File: src/rtl/integer_to_ascii_radix_defines.svh
// ---------------------------------------------------------------------------
// integer_to_ascii_radix assertion macros
// Shared concurrent assertion forms, sampled on clk, disabled in reset.
// ---------------------------------------------------------------------------
`ifndef INTEGER_TO_ASCII_RADIX_DEFINES_SVH
`define INTEGER_TO_ASCII_RADIX_DEFINES_SVH

// same-cycle implication
`define ITOA_ASSERT_SAME(label, ante, cons, msg) \
    label: assert property (@(posedge clk) disable iff (!rst_n) (ante) |-> (cons)) \
        else $error(msg);

// next-cycle implication
`define ITOA_ASSERT_NEXT(label, ante, cons, msg) \
    label: assert property (@(posedge clk) disable iff (!rst_n) (ante) |=> (cons)) \
        else $error(msg);

`endif

File: src/rtl/itoa_pkg.sv
// ---------------------------------------------------------------------------
// itoa_pkg
// Widths, codes, types and the digit encoding for the radix converter.
// ---------------------------------------------------------------------------
`default_nettype none

package itoa_pkg;

    localparam int VALUE_BITS = 32;
    localparam int VALUE_W    = 32;
    localparam int USED_BITS  = (VALUE_BITS < VALUE_W) ? VALUE_BITS : VALUE_W;
    localparam logic [VALUE_W-1:0] VALUE_MASK = {VALUE_W{1'b1}} >> (VALUE_W - USED_BITS);

    localparam int MAX_DIGITS = USED_BITS;
    localparam int IDX_W      = $clog2(MAX_DIGITS);
    localparam int CNT_W      = $clog2(MAX_DIGITS + 1);
    localparam int STEP_W     = $clog2(VALUE_W);

    localparam int RADIX_W = 6;
    localparam int DIGIT_W = 6;
    localparam int CHAR_W  = 8;

    localparam logic [RADIX_W-1:0] MIN_RADIX = RADIX_W'(2);
    localparam logic [RADIX_W-1:0] MAX_RADIX = RADIX_W'(36);

    localparam logic [CHAR_W-1:0]  ASCII_ZERO  = 8'h30;
    localparam logic [CHAR_W-1:0]  ASCII_UPPER = 8'h41;
    localparam logic [CHAR_W-1:0]  ASCII_LOWER = 8'h61;
    localparam logic [DIGIT_W-1:0] DEC_DIGITS  = DIGIT_W'(10);

    typedef enum logic [2:0] {
        S_IDLE,
        S_LOAD,
        S_WAIT,
        S_READ,
        S_OUT,
        S_ERR
    } state_t;

    typedef struct packed {
        logic               start;
        logic [VALUE_W-1:0] dividend;
        logic [RADIX_W-1:0] divisor;
    } div_req_t;

    typedef struct packed {
        logic               done;
        logic [VALUE_W-1:0] quotient;
        logic [DIGIT_W-1:0] remainder;
    } div_res_t;

    function automatic logic [CHAR_W-1:0] digit_to_ascii(
        input logic [DIGIT_W-1:0] d,
        input logic               upper
    );
        logic [CHAR_W-1:0] base;
        base = upper ? ASCII_UPPER : ASCII_LOWER;
        if (d < DEC_DIGITS)
            return ASCII_ZERO + CHAR_W'(d);
        else
            return base + CHAR_W'(d - DEC_DIGITS);
    endfunction

endpackage

`default_nettype wire

File: src/rtl/itoa_div.sv
// ---------------------------------------------------------------------------
// itoa_div
// Restoring divider, one quotient bit per cycle, remainder below the radix.
// ---------------------------------------------------------------------------
`default_nettype none

`include "integer_to_ascii_radix_defines.svh"

module itoa_div (
    input  wire logic              clk,
    input  wire logic              rst_n,
    input  wire itoa_pkg::div_req_t req,
    output      itoa_pkg::div_res_t res
);

    logic                          run_reg, run_next;
    logic                          done_reg, done_next;
    logic [itoa_pkg::STEP_W-1:0]   cnt_reg, cnt_next;
    logic [itoa_pkg::VALUE_W-1:0]  quo_reg, quo_next;
    logic [itoa_pkg::DIGIT_W-1:0]  rem_reg, rem_next;
    logic [itoa_pkg::RADIX_W-1:0]  div_reg, div_next;

    logic [itoa_pkg::DIGIT_W:0]    rem_sh;
    logic                          ge;
    logic [itoa_pkg::DIGIT_W-1:0]  rem_step;

    always_comb
    begin
        rem_sh   = {rem_reg, quo_reg[itoa_pkg::VALUE_W-1]};
        ge       = (rem_sh >= {1'b0, div_reg});
        rem_step = ge ? itoa_pkg::DIGIT_W'(rem_sh - {1'b0, div_reg})
                      : rem_sh[itoa_pkg::DIGIT_W-1:0];
    end

    always_comb
    begin
        run_next  = run_reg;
        done_next = 1'b0;
        cnt_next  = cnt_reg;
        quo_next  = quo_reg;
        rem_next  = rem_reg;
        div_next  = div_reg;
        if (req.start)
        begin
            run_next = 1'b1;
            cnt_next = '0;
            quo_next = req.dividend;
            rem_next = '0;
            div_next = req.divisor;
        end
        else if (run_reg)
        begin
            quo_next = {quo_reg[itoa_pkg::VALUE_W-2:0], ge};
            rem_next = rem_step;
            cnt_next = cnt_reg + 1'b1;
            if (cnt_reg == itoa_pkg::STEP_W'(itoa_pkg::VALUE_W - 1))
            begin
                run_next  = 1'b0;
                done_next = 1'b1;
            end
        end
    end

    always_ff @(posedge clk or negedge rst_n)
    begin
        if (!rst_n)
        begin
            run_reg  <= 1'b0;
            done_reg <= 1'b0;
            cnt_reg  <= '0;
        end
        else
        begin
            run_reg  <= run_next;
            done_reg <= done_next;
            cnt_reg  <= cnt_next;
        end
    end

    always_ff @(posedge clk)
    begin
        quo_reg <= quo_next;
        rem_reg <= rem_next;
        div_reg <= div_next;
    end

    assign res.done      = done_reg;
    assign res.quotient  = quo_reg;
    assign res.remainder = rem_reg;

    `ITOA_ASSERT_NEXT(a_div_done_after_last, run_reg && !req.start && (cnt_reg == itoa_pkg::STEP_W'(itoa_pkg::VALUE_W - 1)), done_reg, "divider missed done")
    `ITOA_ASSERT_NEXT(a_div_done_pulse, done_reg && !req.start, !done_reg && !run_reg, "divider done not a pulse")
    `ITOA_ASSERT_SAME(a_div_rem_range, done_reg, rem_reg < div_reg, "remainder not below divisor")

endmodule

`default_nettype wire

File: src/rtl/integer_to_ascii_radix.sv
// ---------------------------------------------------------------------------
// integer_to_ascii_radix
// Unsigned value to ASCII digits in radix 2..36, most significant first.
//
//   channel  | handshake                  | payload
//   ---------+----------------------------+------------------------------
//   input    | start, busy                | value, radix, upper_case
//   result   | strobe (one cycle)         | digit_char, last, error
//
// A conversion of D digits holds busy until its final digit is strobed, in the
// last busy cycle: each digit needs one pass of the shared bit-serial
// divider (load, the bit steps, then done), then each stored digit is read
// back from the digit memory through a read state and an output state.
// A bad radix gives one error transaction in the cycle right after start.
// busy is high from acceptance until the final strobe; start is ignored then.
// Reset clears the sequencer; the receiver cannot stall the result strobe.
// ---------------------------------------------------------------------------
`default_nettype none

`include "integer_to_ascii_radix_defines.svh"

module integer_to_ascii_radix (
    input  wire logic                          clk,
    input  wire logic                          rst_n,
    input  wire logic                          start,
    input  wire logic [itoa_pkg::VALUE_W-1:0]  value,
    input  wire logic [itoa_pkg::RADIX_W-1:0]  radix,
    input  wire logic                          upper_case,
    output      logic                          busy,
    output      logic                          strobe,
    output      logic [itoa_pkg::CHAR_W-1:0]   digit_char,
    output      logic                          last,
    output      logic                          error
);

    itoa_pkg::state_t                state_reg, state_next;
    logic [itoa_pkg::CNT_W-1:0]      count_reg, count_next;
    logic [itoa_pkg::VALUE_W-1:0]    working_reg, working_next;
    logic [itoa_pkg::IDX_W-1:0]      idx_reg, idx_next;
    logic [itoa_pkg::RADIX_W-1:0]    radix_reg, radix_next;
    logic                            upper_reg, upper_next;
    logic [itoa_pkg::DIGIT_W-1:0]    rd_data_reg;
    logic [itoa_pkg::DIGIT_W-1:0]    digit_mem [itoa_pkg::MAX_DIGITS];

    logic                            mem_we;
    logic                            mem_re;
    logic                            div_start;
    itoa_pkg::div_req_t              div_req;
    itoa_pkg::div_res_t              div_res;

    assign div_req.start    = div_start;
    assign div_req.dividend = working_reg;
    assign div_req.divisor  = radix_reg;

    itoa_div u_div (
        .clk   (clk),
        .rst_n (rst_n),
        .req   (div_req),
        .res   (div_res)
    );

    always_comb
    begin
        state_next   = state_reg;
        count_next   = count_reg;
        working_next = working_reg;
        idx_next     = idx_reg;
        radix_next   = radix_reg;
        upper_next   = upper_reg;
        div_start    = 1'b0;
        mem_we       = 1'b0;
        mem_re       = 1'b0;
        strobe       = 1'b0;
        digit_char   = '0;
        last         = 1'b0;
        error        = 1'b0;
        unique case (state_reg)
            itoa_pkg::S_IDLE:
            begin
                if (start)
                begin
                    if (radix < itoa_pkg::MIN_RADIX || radix > itoa_pkg::MAX_RADIX)
                        state_next = itoa_pkg::S_ERR;
                    else
                    begin
                        working_next = value & itoa_pkg::VALUE_MASK;
                        count_next   = '0;
                        radix_next   = radix;
                        upper_next   = upper_case;
                        state_next   = itoa_pkg::S_LOAD;
                    end
                end
            end
            itoa_pkg::S_LOAD:
            begin
                div_start  = 1'b1;
                state_next = itoa_pkg::S_WAIT;
            end
            itoa_pkg::S_WAIT:
            begin
                if (div_res.done)
                begin
                    mem_we       = 1'b1;
                    count_next   = count_reg + 1'b1;
                    working_next = div_res.quotient;
                    if (div_res.quotient == '0 ||
                        count_next == itoa_pkg::CNT_W'(itoa_pkg::MAX_DIGITS))
                    begin
                        idx_next   = count_reg[itoa_pkg::IDX_W-1:0];
                        state_next = itoa_pkg::S_READ;
                    end
                    else
                        state_next = itoa_pkg::S_LOAD;
                end
            end
            itoa_pkg::S_READ:
            begin
                mem_re     = 1'b1;
                state_next = itoa_pkg::S_OUT;
            end
            itoa_pkg::S_OUT:
            begin
                strobe     = 1'b1;
                digit_char = itoa_pkg::digit_to_ascii(rd_data_reg, upper_reg);
                last       = (idx_reg == '0);
                if (idx_reg == '0)
                    state_next = itoa_pkg::S_IDLE;
                else
                begin
                    idx_next   = idx_reg - 1'b1;
                    state_next = itoa_pkg::S_READ;
                end
            end
            itoa_pkg::S_ERR:
            begin
                strobe     = 1'b1;
                last       = 1'b1;
                error      = 1'b1;
                state_next = itoa_pkg::S_IDLE;
            end
            default:
                state_next = itoa_pkg::S_IDLE;
        endcase
    end

    assign busy = (state_reg != itoa_pkg::S_IDLE);

    always_ff @(posedge clk or negedge rst_n)
    begin
        if (!rst_n)
        begin
            state_reg   <= itoa_pkg::S_IDLE;
            count_reg   <= '0;
            working_reg <= '0;
            idx_reg     <= '0;
        end
        else
        begin
            state_reg   <= state_next;
            count_reg   <= count_next;
            working_reg <= working_next;
            idx_reg     <= idx_next;
        end
    end

    always_ff @(posedge clk)
    begin
        radix_reg <= radix_next;
        upper_reg <= upper_next;
    end

    always_ff @(posedge clk)
    begin
        if (mem_we)
            digit_mem[count_reg[itoa_pkg::IDX_W-1:0]] <= div_res.remainder;
        if (mem_re)
            rd_data_reg <= digit_mem[idx_reg];
    end

    `ITOA_ASSERT_NEXT(a_error_single, strobe && error, !busy,
                      "error transaction not single")
    `ITOA_ASSERT_NEXT(a_last_ends_item, strobe && last, !busy,
                      "busy after final digit")
    `ITOA_ASSERT_SAME(a_done_in_wait, div_res.done, state_reg == itoa_pkg::S_WAIT,
                      "divider done outside wait")
    `ITOA_ASSERT_SAME(a_count_bound, busy,
                      count_reg <= itoa_pkg::CNT_W'(itoa_pkg::MAX_DIGITS),
                      "digit count overflow")

endmodule

`default_nettype wire
File: config.mk
export PLATFORM = sky130hd
export DESIGN_NAME = integer_to_ascii_radix
export DESIGN_NICKNAME = d
export VERILOG_FILES = /design/src/rtl/itoa_pkg.sv /design/src/rtl/itoa_div.sv /design/src/rtl/integer_to_ascii_radix.sv
export VERILOG_INCLUDE_DIRS = /design/src /design/src/rtl
export SDC_FILE = /design/constraint.sdc
export NUM_CORES = 1
export LEC_CHECK = 0
export ABC_AREA = 1
export BUFFER_PORTS_ARGS = -buffer_cell sky130_fd_sc_hd__buf_2
export CAP_MARGIN = 30
export CORE_MARGIN = 1
export CORE_UTILIZATION = 50
export DETAILED_ROUTE_END_ITERATION = 6
export PLACE_DENSITY = 0.64
export RECOVER_POWER = 100
export SETUP_SLACK_MARGIN = 0.15
export SLEW_MARGIN = 25
export SYNTH_ARGS = -nofsm -noshare
export SYNTH_HDL_FRONTEND = slang
export SYNTH_SLANG_ARGS = --single-unit
File: constraint.sdc
create_clock -name clk -period 3 [get_ports clk]
set_input_delay 0.3 -clock clk [delete_from_list [all_inputs] [get_ports clk]]
set_output_delay 0.3 -clock clk [all_outputs]
set_load 0.005 [all_outputs]
# Yosys cells after proc, flatten, opt, wreduce, memory -nomap -nowiden
# Memories as Yosys holds them, arrays and structs flattened. A register that Yosys moved wholly into a read port is not among the register bits.
# Index checks and enable logic that the tools add are counted.
dict set report totals {
  register_bits 104
  ramBits 192
  inputBits 42
  output_inout_bits 12
  wordCells 92
  n_memories 1
}
# memory depth width rd rd_ports_with_merged_regs write_ports line_no
set mem_list {}
lappend mem_list {digit_mem 32 6 1 1 1 integer_to_ascii_radix.sv:43} ;# logic [itoa_pkg::DIGIT_W-1:0] digit_mem [itoa_pkg::MAX_DIGITS];
dict set report classes {
  add_sub_neg 7
  n_lt_le_gt_ge 4
  eq_ne 12
  mux 41
  bitwise 1
  reduce_logical 14
}
# operator n
set ops {}
lappend ops {{$mux W32} 5}
lappend ops {{$pmux W32 S2} 1}
lappend ops {{$logic_not A32 Y1} 1}
lappend ops {{$mux W6} 5}
lappend ops {{$mux W5} 5}
lappend ops {{$mux W8} 2}
lappend ops {{$pmux W3 S5} 1}
lappend ops {{$mux W1} 14}
lappend ops {{$pmux W6 S2} 1}
lappend ops {{$pmux W5 S2} 1}
lappend ops {{$mux W3} 3}
lappend ops {{$add A7 B8 Y8} 1}
lappend ops {{$ne A2 B2 Y1 const B} 4}
lappend ops {{$reduce_and A4 Y1} 2}
lappend ops {{$add A6 B6 Y7 const A} 1}
lappend ops {{$ge A7 B6 Y1} 1}
lappend ops {{$sub A6 B4 Y7 const B} 1}
lappend ops {{$add A6 B1 Y6 const B} 1}
lappend ops {{$eq A3 B2 Y1 const B} 2}
lappend ops {{$eq A3 B3 Y1 const B} 2}
lappend ops {{$eq A6 B6 Y1 const B} 1}
lappend ops {{$gt A6 B6 Y1 const B} 1}
lappend ops {{$lt A6 B2 Y1 const B} 1}
lappend ops {{$lt A6 B4 Y1 const B} 1}
lappend ops {{other kinds (17)} 21}

# Longest topological paths before layout
dict set report logic_depth {
  ltp_word 6
  ltp_mapped 13
  mapped_depth_nobuf 13
}

# Cells and area by module
# A second synthesis with hierarchy kept.
dict set report hier_totals {
  cells_unflattened 1394
  area_unflattened_um2 13761.9
}
# mod instances cells_per_inst area_each_um2 seq_area_each_um2
set by_module_without_submodules {}
lappend by_module_without_submodules {integer_to_ascii_radix 1 1119 11237.0 7307.0}
lappend by_module_without_submodules {itoa_div 1 275 2524.9 1436.4}

# Worst setup path after synthesis
# No wires, ideal clock.
dict set report synth_path {
  kind {reg-to-reg}
  start {reg state_reg[2]}
  end {reg u_div.cnt_reg[1] (netlist bit)}
  setup_time_ns 0.121
  t_arrival_ns 2.113
  t_required_ns 2.879
  setup_slack_ns 0.766
  path_stages_with_launch 7
  n_path_buf 0
  period_less_slack_ns 2.234
  path_cell_list {dfrtp_1 -> nor3_2 -> inv_1 -> nand2_1 -> inv_1 -> a22oi_1 -> inv_1}
}
dict set report synth_via {
  elab_chain_len 3
  word_cells_on_any_way 4
  cone_classes {1 x eq/ne; 2 x mux; 1 x reduce/logical}
}
# item line_no
set synth_rtl {}
lappend synth_rtl {{start: declaration} integer_to_ascii_radix.sv:36} ;# itoa_pkg::state_t state_reg, state_next;
lappend synth_rtl {{start signal: assignment} integer_to_ascii_radix.sv:152} ;# state_reg <= itoa_pkg::S_IDLE;
lappend synth_rtl {{start signal: assignment} integer_to_ascii_radix.sv:159} ;# state_reg <= state_next;
lappend synth_rtl {{$eq A3 B1 Y1 *} integer_to_ascii_radix.sv:77} ;# unique case (state_reg)
lappend synth_rtl {{$mux W1 *} integer_to_ascii_radix.sv:77}
lappend synth_rtl {{$mux W5 or $reduce_bool A2 Y1 (tied branches)} n/a}
lappend synth_rtl {{end signal: assignment} itoa_div.sv:76} ;# cnt_reg <= cnt_next;
lappend synth_rtl {{end: declaration} itoa_div.sv:18} ;# logic [itoa_pkg::STEP_W-1:0] cnt_reg, cnt_next;
# Mark *: on every way between the ends. The rest lies on a longest branch, timed or not.
# A chain may end at the register's enable or synchronous reset.

# Final worst setup path
dict set report layout_path {
  start {reg rd_data_reg[1] (netlist bit) (read register of digit_mem)}
  end {out digit_char[6] (netlist bit)}
}
dict set report layout_via {
  elab_chain_len 4
  word_cells_on_any_way 6
  cone_classes {3 x add/sub; 1 x order compare; 2 x mux}
}
# item line_no
set layout_rtl {}
lappend layout_rtl {{start: declaration} integer_to_ascii_radix.sv:42} ;# logic [itoa_pkg::DIGIT_W-1:0] rd_data_reg;
lappend layout_rtl {{$sub A6 B4 Y7} itoa_pkg.sv:61} ;# return base + CHAR_W'(d - DEC_DIGITS);
lappend layout_rtl {{$add A7 B8 Y8} itoa_pkg.sv:61}
lappend layout_rtl {{$mux W8 *} itoa_pkg.sv:58} ;# if (d < DEC_DIGITS)
lappend layout_rtl {{$mux W8 *} integer_to_ascii_radix.sv:77}
lappend layout_rtl {{end: declaration} integer_to_ascii_radix.sv:31} ;# output logic [itoa_pkg::CHAR_W-1:0] digit_char,
# Marked as above.

==> insert_results.sql <==
INSERT INTO impl_metrics (metric_group, metric, value, unit) VALUES
('outcome', 'result_of_the_run', 'complete, but fails checks', ''),
('outcome', 'violations', 'capacitance limit, slew limit', ''),
('route', 'top_layer_used', 'met4', ''),
('floorplanning', 'dieWidth', '167', 'um'),
('clocking', 'tritoncts_clock_tree', 'yes', ''),
('layout', 'filler_cell_count', '2348', ''),
('layout', 'final_layout_size_suffix_gt1_share', '7.33', '%'),
('power_and_ir_drop', 'power_per_cell_area', '545', 'mW/mm^2'),
('critical_path', 'reg2reg_depth', '7', ''),
('logic_synthesis', 'yosysUniqueCellTypes', '35', ''),
('layout', 'largest_register_ff_count', '192', ''),
('critical_path', 'timing.critical_path.to', 'digit_char[6]', ''),
('power_and_ir_drop', 'static-leakage-power', '0.00653', 'uW'),
('critical_path', 'worst_setup_path_start_kind', 'flip-flop', ''),
('layout', 'final_cell_mix', '446 x sky130_fd_sc_hd__nand2_1, 243 x sky130_fd_sc_hd__edfxtp_1, 118 x sky130_fd_sc_hd__nor2_1', ''),
('sta', 'final_hold_viol_count', '0', ''),
('sta', 'layout_worst_path_cycle_share', '92.6', '%'),
('critical_path', 'critPathMaxStageDelay', '0.39', 'ns'),
('route', 'route.met2.wl', '15100', 'um'),
('route', 'dr_wl_met3', '1920', 'um'),
('floorplanning', 'top_level_ports', '54', ''),
('clocking', 'cts_root_buffer', 'sky130_fd_sc_hd__clkbuf_16', ''),
('floorplanning', 'placement_rows', '60', ''),
('global_routing', 'number_of_antenna_violations_at_the_first_check_in_global_routing', '0', ''),
('route', 'routed_len_inst', '17.5', 'um'),
('logic_synthesis', 'synth_warnings', '0', ''),
('sta', 'slew_headroom', '-25.6', '%'),
('critical_path', 'worstPathArrival', '2.48', 'ns'),
('sta', 'setup_total_negative_slack', '0', 'ns'),
('placed_design', 'dpl_cell_area', '0.0143', 'sq mm'),
('sta', 'timing_worst_slew_pin_value', '1.88', 'ns'),
('critical_path', 'worstReg2RegEnd', 'count_reg[0]', ''),
('route', 'first_iter_violations', '744', ''),
('sta', 'final.setup_skew', '0.0175', 'ns'),
('clocking', 'cts_made_buffers', '34', ''),
('critical_path', 'worst-setup-path-type', 'reg -> out', ''),
('power_and_ir_drop', 'vdd.ir_drop.worst', '0.394', 'mV'),
('clocking', 'post_cts_buffers', '0', ''),
('critical_path', 'crit-reg2reg-launch', 'state_reg[2]', ''),
('min_path', 'worstHoldPathType', 'in -> reg', ''),
('critical_path', 'startpoint', 'rd_data_reg[1]', ''),
('sta', 'clock.fmax', '360', 'MHz'),
('sta', 'final_max_slew_viol_count', '204', ''),
('placed_design', 'numPortBuffers', '53', ''),
('layout', 'finish.utilization', '57.1', '%'),
('layout', 'finish.instance_area', '0.0154', 'sq mm'),
('sta', 'finalWorstPathRequiredPeriod', '2.78', 'ns'),
('route', 'routed_wl', '31800', 'um'),
('route', 'viasPerCell', '5.44', ''),
('clocking', 'cts_num_sinks', '302', ''),
('floorplanning', 'die_area', '0.0280', 'sq mm'),
('global_routing', 'number_of_global_route_vias_before_repair', '9622', ''),
('clocking', 'worstSkewPairLatency', '0.51', 'ns'),
('global_routing', 'maximum_number_of_pins_on_one_net_before_global_route_repair', '99', ''),
('floorplanning', 'initial_core_util', '50.9', '%'),
('critical_path', 'timing.reg2reg.setup_slack', '0.34', 'ns'),
('critical_path', 'cp_max_fo', '3', ''),
('critical_path', 'crit_path_end_kind', 'output pin', ''),
('route', 'wire_length_on_met1', '13800', 'um'),
('route', 'detailroute.via_count', '9868', ''),
('logic_synthesis', 'synthCells', '1394', ''),
('logic_synthesis', 'ys_seq_area_share', '64.0', '%'),
('run', 'max_cap_viols', '6', ''),
('logic_synthesis', 'synthesis.area', '0.0137', 'sq mm'),
('clocking', 'htreeDepth', '2', ''),
('min_path', 'min_delay_path_depth', '3', ''),
('clocking', 'path_clk_slew', '0.06', 'ns'),
('critical_path', 'required', '2.70', 'ns'),
('sta', 'unrepaired_setup_endpoints_after_global_routing', 'true', ''),
('layout', 'n_antenna_cell', '0', ''),
('critical_path', 'slowest_stage', 'sky130_fd_sc_hd__edfxtp_1', '');
synthesized netlist by cell type (all sizes together):
| cell | count | area [sq um] |
|---|---|---|
| ha | 18 | 225 |
| o31ai | 25 | 188 |
| dfxtp | 6 | 120 |
| nand4 | 44 | 275 |
| a22oi | 2 | 15.0 |
| nor3b | 1 | 7.51 |
| nand3 | 70 | 355 |
| clkinv | 2 | 7.51 |
| nor3 | 12 | 76.3 |
| a31oi | 2 | 12.5 |
| xor2 | 4 | 35.0 |
| a21oi | 66 | 330 |
| nor2 | 119 | 454 |
| o21ai | 110 | 554 |
| edfxtp | 243 | 7300 |
| dfrtp | 53 | 1330 |
| xnor2 | 2 | 17.5 |
| o21bai | 2 | 15.0 |
| buf | 26 | 135 |
| or2 | 1 | 6.26 |
| clkbuf | 45 | 169 |
| nand2 | 447 | 1680 |
| fa | 1 | 20.0 |
| inv | 93 | 349 |
area by class of cell:
class | instances | area [sq um] | area share, %
Clock buffer | 53 | 996 | 6.49
Clock inverter | 8 | 31.3 | 0.204
Inverter | 95 | 357 | 2.32
Multi-Input combinational cell | 926 | 4280 | 27.8
Sequential cell | 302 | 8750 | 57.0
Tap cell | 341 | 427 | 2.78
Timing Repair Buffer | 89 | 523 | 3.41
where the power goes:
| part | internal [uW] | total [uW] | leakage, uW | switching [uW] |
|---|---|---|---|---|
| registers | 4470 | 4470 | 0.00343 | 0 |
| logic | 26.6 | 56.5 | 0.00261 | 29.9 |
| clock network | 2280 | 3840 | 0.000496 | 1570 |
| total | 6780 | 8370 | 0.00653 | 1590 |
kinds of logic (layout without fill, tap and decap cells):
group,after synthesis,in the layout,synth area share (%)
AOI/OAI and AO/OA,207,207,8.15
xor gates and xnor gates,6,6,0.384
adders and majority gates,19,19,1.79
buffers and inverters,166,245,4.83
DFF,302,302,64.0
and+or+nand+nor,694,694,20.9
worst min-delay path: stages:
cell	delay [ns]
sky130_fd_sc_hd__buf_2	0.10
sky130_fd_sc_hd__o21ai_2	0.08
sky130_fd_sc_hd__a21oi_1	0.11
per-layer routing:
layer | vias to the layer above | GRT usage, %
li1 | 4843 | -
met1 | 4686 | 31.1
met2 | 282 | 38.6
met3 | 57 | 4.11
met4 | 0 | 7.58
met5 | - | 0
what timing repair did:
action,CTS,global route
hold buffers,8,0
hold endpoints to repair,36,0
endpoints found under the setup margin,0,37
resized for setup,0,4
how the worst min path moves through the flow:
| stage | start | to | slack, ns |
|---|---|---|---|
| after floorplan | rst_n | count_reg[0] | 0.004 |
| after global placement | rst_n | working_reg[7] | 0.40 |
| after detailed placement | rst_n | working_reg[6] | 0.41 |
| after CTS | start | state_reg[2] | 0.12 |
| after global routing | start | state_reg[2] | 0.16 |
| final | start | state_reg[2] | 0.13 |
metrics by stage:
step	hold WS (ns)	setup WS, ns	cells
5_1_grt	0.159	0.00914	1814
2_1_floorplan	0.00441	0.766	1394
3_5_place_dp	0.406	0.325	1745
3_3_place_gp	0.402	0.388	1745
6_report	0.133	0.223	1814
4_1_cts	0.117	0.164	1814
(Power assumes the default switching activity.)
